<file path="config.mk">
export PLATFORM = sky130hd
export DESIGN_NAME = aarm_cordic
export DESIGN_NICKNAME = d
export VERILOG_FILES = /design/src/aarm_pkg.sv /design/src/aarm_cordic.sv
export SDC_FILE = /design/constraint.sdc
export NUM_CORES = 2
export LEC_CHECK = 0
export BUFFER_PORTS_ARGS = -buffer_cell sky130_fd_sc_hd__buf_2
export CORE_MARGIN = 3
export CORE_UTILIZATION = 65
export CTS_CLUSTER_SIZE = 25
export DETAILED_ROUTE_END_ITERATION = 10
export GPL_ROUTABILITY_DRIVEN = 0
export PLACE_DENSITY = 0.81
export SYNTH_ARGS = -nofsm -noshare
export SYNTH_HDL_FRONTEND = slang
export SYNTH_SLANG_ARGS = --single-unit
</file>
<file path="constraint.sdc">
create_clock -name clk -period 13.9 [get_ports clk]
set_clock_uncertainty 0.2 [all_clocks]
set_input_delay 2.78 -clock clk [delete_from_list [all_inputs] [get_ports clk]]
set_output_delay 2.78 -clock clk [all_outputs]
set_load 0.005 [all_outputs]
</file>
<file path="src/aarm_pkg.sv">
// aarm_pkg: shared types and constants for the axis-angle rotation matrix unit
// no dependencies

package aarm_pkg;

	localparam int TBL_LEN = 32;

	// cordic arctangent table, 32-bit binary angle units
	localparam logic [31:0] ATAN_TAB [TBL_LEN] = '{
		32'h20000000, 32'h12E4051E, 32'h09FB385B, 32'h051111D4, 32'h028B0D43,
		32'h0145D7E1, 32'h00A2F61E, 32'h00517C55, 32'h0028BE53, 32'h00145F2F,
		32'h000A2F98, 32'h000517CC, 32'h00028BE6, 32'h000145F3, 32'h0000A2FA,
		32'h0000517D, 32'h000028BE, 32'h0000145F, 32'h00000A30, 32'h00000518,
		32'h0000028C, 32'h00000146, 32'h000000A3, 32'h00000051, 32'h00000029,
		32'h00000014, 32'h0000000A, 32'h00000005, 32'h00000003, 32'h00000001,
		32'h00000001, 32'h00000000
	};

	// squared norm is below 2^34, scaled up to 62 bits for the root
	localparam int SUM_W  = 35;
	localparam int ROOT_W = 31;
	localparam int QUO_W  = 32;

	typedef logic signed [31:0] q30_t;

endpackage

</file>
<file path="src/aarm_cordic.sv">
// aarm_cordic: pipelined rotation-mode cordic, sine and cosine in q.30
// depends on aarm_pkg

module aarm_cordic import aarm_pkg::*; #(
	parameter int STAGES = 16,
	parameter int LAT    = 16
) (
	input  logic        clk,
	input  logic        arst_n,
	input  logic        in_vld,
	input  logic [15:0] angle,
	output logic        out_vld,
	output q30_t        cos_q30,
	output q30_t        sin_q30
);
	localparam int N = (STAGES > TBL_LEN) ? TBL_LEN : STAGES;

	// square root of the scaled gain product, worked out at elaboration
	function automatic longint unsigned gain_root();
		longint unsigned p, n, r, b;
		p = 64'd1 << 60;
		for (int i = 0; i < N; i++) p = p + (p >> (2 * i));
		n = p; r = 0; b = 64'd1 << 62;
		while (b > n) b = b >> 2;
		while (b != 0) begin
			if (n >= r + b) begin
				n = n - (r + b); r = (r >> 1) + b;
			end else begin
				r = r >> 1;
			end
			b = b >> 2;
		end
		return r;
	endfunction

	// start value 2^60/G, G the gain scaled by 2^30
	localparam longint unsigned G  = gain_root();
	localparam longint          X0 = longint'(((64'd1 << 60) + (G >> 1)) / G);

	logic signed [33:0] x_q [N+1];
	logic signed [33:0] y_q [N+1];
	logic signed [32:0] z_q [N+1];
	logic               f_q [N+1];
	logic               v_q [N+1];

	logic [31:0] ang32;
	logic        flip;
	logic [31:0] a_rot;

	assign ang32 = {angle, 16'd0};
	assign flip  = (ang32[31:30] == 2'd1) || (ang32[31:30] == 2'd2);
	assign a_rot = flip ? ang32 - 32'h80000000 : ang32;

	always_comb begin
		x_q[0] = 34'(X0);
		y_q[0] = '0;
		z_q[0] = 33'(signed'(a_rot));
		f_q[0] = flip;
		v_q[0] = in_vld;
	end

	for (genvar i = 0; i < N; i++) begin : g_stage
		always_ff @(posedge clk or negedge arst_n) begin
			if (!arst_n) begin
				v_q[i+1] <= 1'b0;
			end else begin
				v_q[i+1] <= v_q[i];
			end
		end
		always_ff @(posedge clk) begin
			f_q[i+1] <= f_q[i];
			if (!z_q[i][32]) begin
				x_q[i+1] <= x_q[i] - (y_q[i] >>> i);
				y_q[i+1] <= y_q[i] + (x_q[i] >>> i);
				z_q[i+1] <= z_q[i] - 33'(ATAN_TAB[i]);
			end else begin
				x_q[i+1] <= x_q[i] + (y_q[i] >>> i);
				y_q[i+1] <= y_q[i] - (x_q[i] >>> i);
				z_q[i+1] <= z_q[i] + 33'(ATAN_TAB[i]);
			end
		end
	end

	// pad to the fixed latency the caller expects
	localparam int PAD = LAT - N;
	logic signed [33:0] xp [PAD+1];
	logic signed [33:0] yp [PAD+1];
	logic               fp [PAD+1];
	logic               vp [PAD+1];
	always_comb begin
		xp[0] = x_q[N]; yp[0] = y_q[N]; fp[0] = f_q[N]; vp[0] = v_q[N];
	end
	for (genvar j = 0; j < PAD; j++) begin : g_pad
		always_ff @(posedge clk or negedge arst_n) begin
			if (!arst_n) begin
				vp[j+1] <= 1'b0;
			end else begin
				vp[j+1] <= vp[j];
			end
		end
		always_ff @(posedge clk) begin
			xp[j+1] <= xp[j]; yp[j+1] <= yp[j]; fp[j+1] <= fp[j];
		end
	end

	logic signed [33:0] xc, yc;
	assign xc = fp[PAD] ? -xp[PAD] : xp[PAD];
	assign yc = fp[PAD] ? -yp[PAD] : yp[PAD];
	assign cos_q30 = xc[31:0];
	assign sin_q30 = yc[31:0];
	assign out_vld = vp[PAD];
endmodule

</file>
==> flow_summary.html <==
<table>
<tr><th>Metric</th><th>Value</th></tr>
<tr><th colspan="2">Status</th></tr>
<tr><td>Status</td><td>finished clean</td></tr>
<tr><th colspan="2">Detailed routing</th></tr>
<tr><td>Mean routed wirelength per cell</td><td>18.3 um</td></tr>
<tr><td>Via Count</td><td>93400</td></tr>
<tr><td>Overall routed net length</td><td>274 mm</td></tr>
<tr><td>Number of design rule violations left after detail routing</td><td>0</td></tr>
<tr><td>Initial DRC Count</td><td>7291</td></tr>
<tr><td>1st-pass router iterations</td><td>8</td></tr>
<tr><td>Drt via density</td><td>6.24</td></tr>
<tr><td>Remaining antenna violation count after routing</td><td>0</td></tr>
<tr><th colspan="2">Floorplanning</th></tr>
<tr><td>Height of the chip</td><td>412 um</td></tr>
<tr><td>Starting utilization of the core area</td><td>65.5%</td></tr>
<tr><td>Core box area</td><td>0.163 sq mm</td></tr>
<tr><td>Overall die width</td><td>412 um</td></tr>
<tr><td>Die Footprint</td><td>0.169 sq mm</td></tr>
<tr><td>Ports placed on the boundary</td><td>84</td></tr>
<tr><td>Row count</td><td>148</td></tr>
<tr><th colspan="2">Layout</th></tr>
<tr><td>Layout overhead on the synthesized area</td><td>7.59%</td></tr>
<tr><td>Commonest non-fill, non-tap cell in the layout</td><td>sky130_fd_sc_hd__dfxtp_1</td></tr>
<tr><td>Post-layout net count</td><td>14100</td></tr>
<tr><td>Ratio of cells with drive above 1 in the final layout</td><td>4.20%</td></tr>
<tr><td>Leading cell types in the layout, fill and taps excluded</td><td>1419 x sky130_fd_sc_hd__dfxtp_1, 1397 x sky130_fd_sc_hd__a21oi_1, 1363 x sky130_fd_sc_hd__ha_1, 1203 x sky130_fd_sc_hd__xnor2_1, 1098 x sky130_fd_sc_hd__nor2_1</td></tr>
<tr><td>Filler cell count</td><td>12400</td></tr>
<tr><th colspan="2">Global route</th></tr>
<tr><td>Global-route usage over all layers</td><td>31.2%</td></tr>
<tr><td>Wire length of the first global-routing pass</td><td>445 mm</td></tr>
<tr><td>Number of global-route vias before repair</td><td>90300</td></tr>
<tr><td>Grt total ovfl</td><td>0</td></tr>
<tr><td>Initial antenna violation count</td><td>7</td></tr>
<tr><td>Maximum number of pins on one net before global-route repair</td><td>84</td></tr>
<tr><th colspan="2">CTS</th></tr>
<tr><td>Number of setup buffers added after CTS</td><td>0</td></tr>
<tr><td>Resize count post-CTS</td><td>0</td></tr>
<tr><td>Number of buffers added by the clock tree synthesis step</td><td>155</td></tr>
<tr><td>H-tree depth</td><td>4</td></tr>
<tr><td>Skew-Pair Late Insertion Delay</td><td>0.80 ns</td></tr>
<tr><td>Clock Path Buffers</td><td>3</td></tr>
<tr><td>Clock tree from TritonCTS</td><td>built</td></tr>
<tr><td>Root Buffer Master</td><td>sky130_fd_sc_hd__clkbuf_16</td></tr>
<tr><td>CTS clk-pin slew, worst paths</td><td>0.06 ns</td></tr>
<tr><td>Hold_buf cts</td><td>0</td></tr>
<tr><td>Clock tree sinks</td><td>1450</td></tr>
<tr><th colspan="2">Synth</th></tr>
<tr><td>Async S/R FF share, synth</td><td>1.10%</td></tr>
<tr><td>Leading area contributor after synthesis</td><td>sky130_fd_sc_hd__dfxtp_1</td></tr>
<tr><td>Post-synth design cell area</td><td>0.107 sq mm</td></tr>
<tr><td>Synth cell types</td><td>104</td></tr>
<tr><td>Commonest register cell after synthesis</td><td>sky130_fd_sc_hd__dfxtp_1</td></tr>
<tr><td>Flop and latch count out of synthesis</td><td>1450</td></tr>
<tr><td>Net count of the mapped netlist</td><td>14000</td></tr>
<tr><td>Number of enable flip-flop cells after synthesis</td><td>0</td></tr>
<tr><td>Most area-consuming cells after synthesis</td><td>sky130_fd_sc_hd__dfxtp_1 27%, sky130_fd_sc_hd__ha_1 16%, sky130_fd_sc_hd__xnor2_1 9.9%</td></tr>
<tr><td>Yosys warnings</td><td>0</td></tr>
<tr><td>Area share of the largest cell type after synthesis</td><td>26.9%</td></tr>
<tr><td>Avg Cell Area, Syn</td><td>8.49 sq um</td></tr>
<tr><td>Share of synthesized area occupied by flip-flops and latches</td><td>27.2%</td></tr>
<tr><td>Post-synthesis instance total</td><td>12600</td></tr>
<tr><th colspan="2">Setup path</th></tr>
<tr><td>Crit end category</td><td>primary output</td></tr>
<tr><td>Number of buffers and inverters on the critical path</td><td>1</td></tr>
<tr><td>Cells traversed along the worst timing path</td><td>nor4_1, nand3_1, nor3_1, nand2_1, or4_1, or4_1, o21ai_0, xnor2_1, buf_2</td></tr>
<tr><td>Req. time, crit path</td><td>10.92 ns</td></tr>
<tr><td>Crit-path max FO</td><td>5</td></tr>
<tr><td>Critical path's slowest cell</td><td>sky130_fd_sc_hd__nor4_1</td></tr>
<tr><td>Most repeated library cell on the critical path</td><td>sky130_fd_sc_hd__or4_1</td></tr>
<tr><td>Critical path startpoint category</td><td>flop</td></tr>
<tr><td>Path type of the worst setup path</td><td>reg2out</td></tr>
<tr><td>Data arrival time of the critical path</td><td>4.00 ns</td></tr>
<tr><td>Max stage delay on crit path</td><td>0.56 ns</td></tr>
<tr><td>Register-to-register path setup slack</td><td>8.25 ns</td></tr>
<tr><td>Cell family with the largest share of critical-path delay</td><td>simple AND/OR/NAND/NOR gates</td></tr>
<tr><th colspan="2">Place</th></tr>
<tr><td>Port Buffer Count</td><td>83</td></tr>
<tr><td>Final HPWL from detailed placement</td><td>214 mm</td></tr>
<tr><th colspan="2">Timing</th></tr>
<tr><td>Final Hold Vio Count</td><td>0</td></tr>
<tr><td>Final setup violation count</td><td>0</td></tr>
<tr><td>Tcrit/Tclk final</td><td>50.2%</td></tr>
<tr><td>Total negative setup slack</td><td>0 ns</td></tr>
<tr><td>Tightest Pin Transition</td><td>1.23 ns</td></tr>
<tr><td>Achievable clock frequency</td><td>143 MHz</td></tr>
<tr><td>Minimum clock period after layout</td><td>6.98 ns</td></tr>
<tr><td>RSZ-0062 raised after global routing</td><td>false</td></tr>
<tr><td>Worst slew margin relative to its limit</td><td>18.2%</td></tr>
<tr><td>Max-slew violation count</td><td>0</td></tr>
<tr><th colspan="2">Run</th></tr>
<tr><td>MaxCap Viol Count</td><td>0</td></tr>
<tr><th colspan="2">Hold path</th></tr>
<tr><td>Worst min-delay path category</td><td>reg2reg</td></tr>
</table>
-- stage by stage --
step / cells / cell area (sq um) / utilization [%] / worst slack, ns / hold slack [ns]
floorplan: 12600 / 107000 / - / 8.20 / 0.110
global placement: 14700 / 110000 / 67.1 / 7.84 / 0.110
detailed placement: 14700 / 110000 / 67.1 / 7.83 / 0.112
CTS: 15000 / 115000 / 70.5 / 6.92 / 0.126
global route: 15000 / 115000 / 70.5 / 6.69 / 0.131
finish: 15000 / 115000 / 70.5 / 6.92 / 0.125
-- Yosys cell counts, drive strengths merged, types with 79 or more instances --
cell type / count
ha: 1363
xnor2: 1203
a21o: 657
dfxtp: 1434
o21bai: 198
nand3: 200
nand4: 96
o21a: 178
nor2b: 195
and2: 88
xor2: 627
nor4: 82
nor2: 1098
a211oi: 112
inv: 575
a21oi: 1400
o21ai: 556
clkbuf: 155
nor3: 347
a31oi: 130
nand2: 592
mux2i: 79
and3: 125
nand2b: 181
-- cell type report --
cell class | instances | area (sq um) | area share, %
Sequential cell | 1450 | 29100 | 25.3
Clock inverter | 76 | 1020 | 0.887
Multi-Input combinational cell | 10400 | 74900 | 65.2
Clock buffer | 210 | 4460 | 3.88
Timing Repair Buffer | 105 | 581 | 0.505
Tap cell | 2175 | 2720 | 2.37
Inverter | 575 | 2160 | 1.88
Antenna cell | 3 | 7.51 | 0.00653
-- logic make-up (layout without fill, tap and decap cells) --
kind of cell | after synthesis | in the layout | synth area share, %
other | 1 | 4 | 0.00351
AO/OA/AOI/OAI | 3762 | 3762 | 22.4
multiplexers | 129 | 129 | 1.28
XOR/XNOR | 1830 | 1830 | 15.0
AND/OR/NAND/NOR | 3254 | 3254 | 14.7
buffers and inverters | 757 | 966 | 2.67
flip-flops | 1450 | 1450 | 27.2
adder cells (fa/ha/maj) | 1404 | 1404 | 16.7
-- layer usage --
layer	track usage (%)	vias up	wire length, um
met5	0	-	33
met4	14.7	4	13500
met3	3.82	919	15700
met2	55.4	3298	133000
met1	37.3	43800	112000
li1	-	45400	-
-- worst paths after layout --
check | cells after the start | from | to
setup / recovery | 9 | yp[4] | sin_q30[30]
hold reg to reg | 0 | f_q[9] | f_q[8]
max in group asynchronous | 1 | arst_n | v_q[14]
setup reg to reg | 14 | z_q[428] | z_q[392]
hold / removal | 0 | f_q[9] | f_q[8]
min in group asynchronous | 1 | arst_n | out_vld
-- sequential cells by signal, summed over array words and instances, names as in the netlist --
| name | flops |
|---|---|
| y_q | 477 |
| x_q | 457 |
| z_q | 420 |
| xp | 32 |
| yp | 32 |
| f_q | 15 |
| v_q | 15 |
| fp | 1 |
| out_vld | 1 |
Power is left out: the tool's default activity adds up to more than one toggle a clock period on the data nets, which glitch-free logic cannot reach.
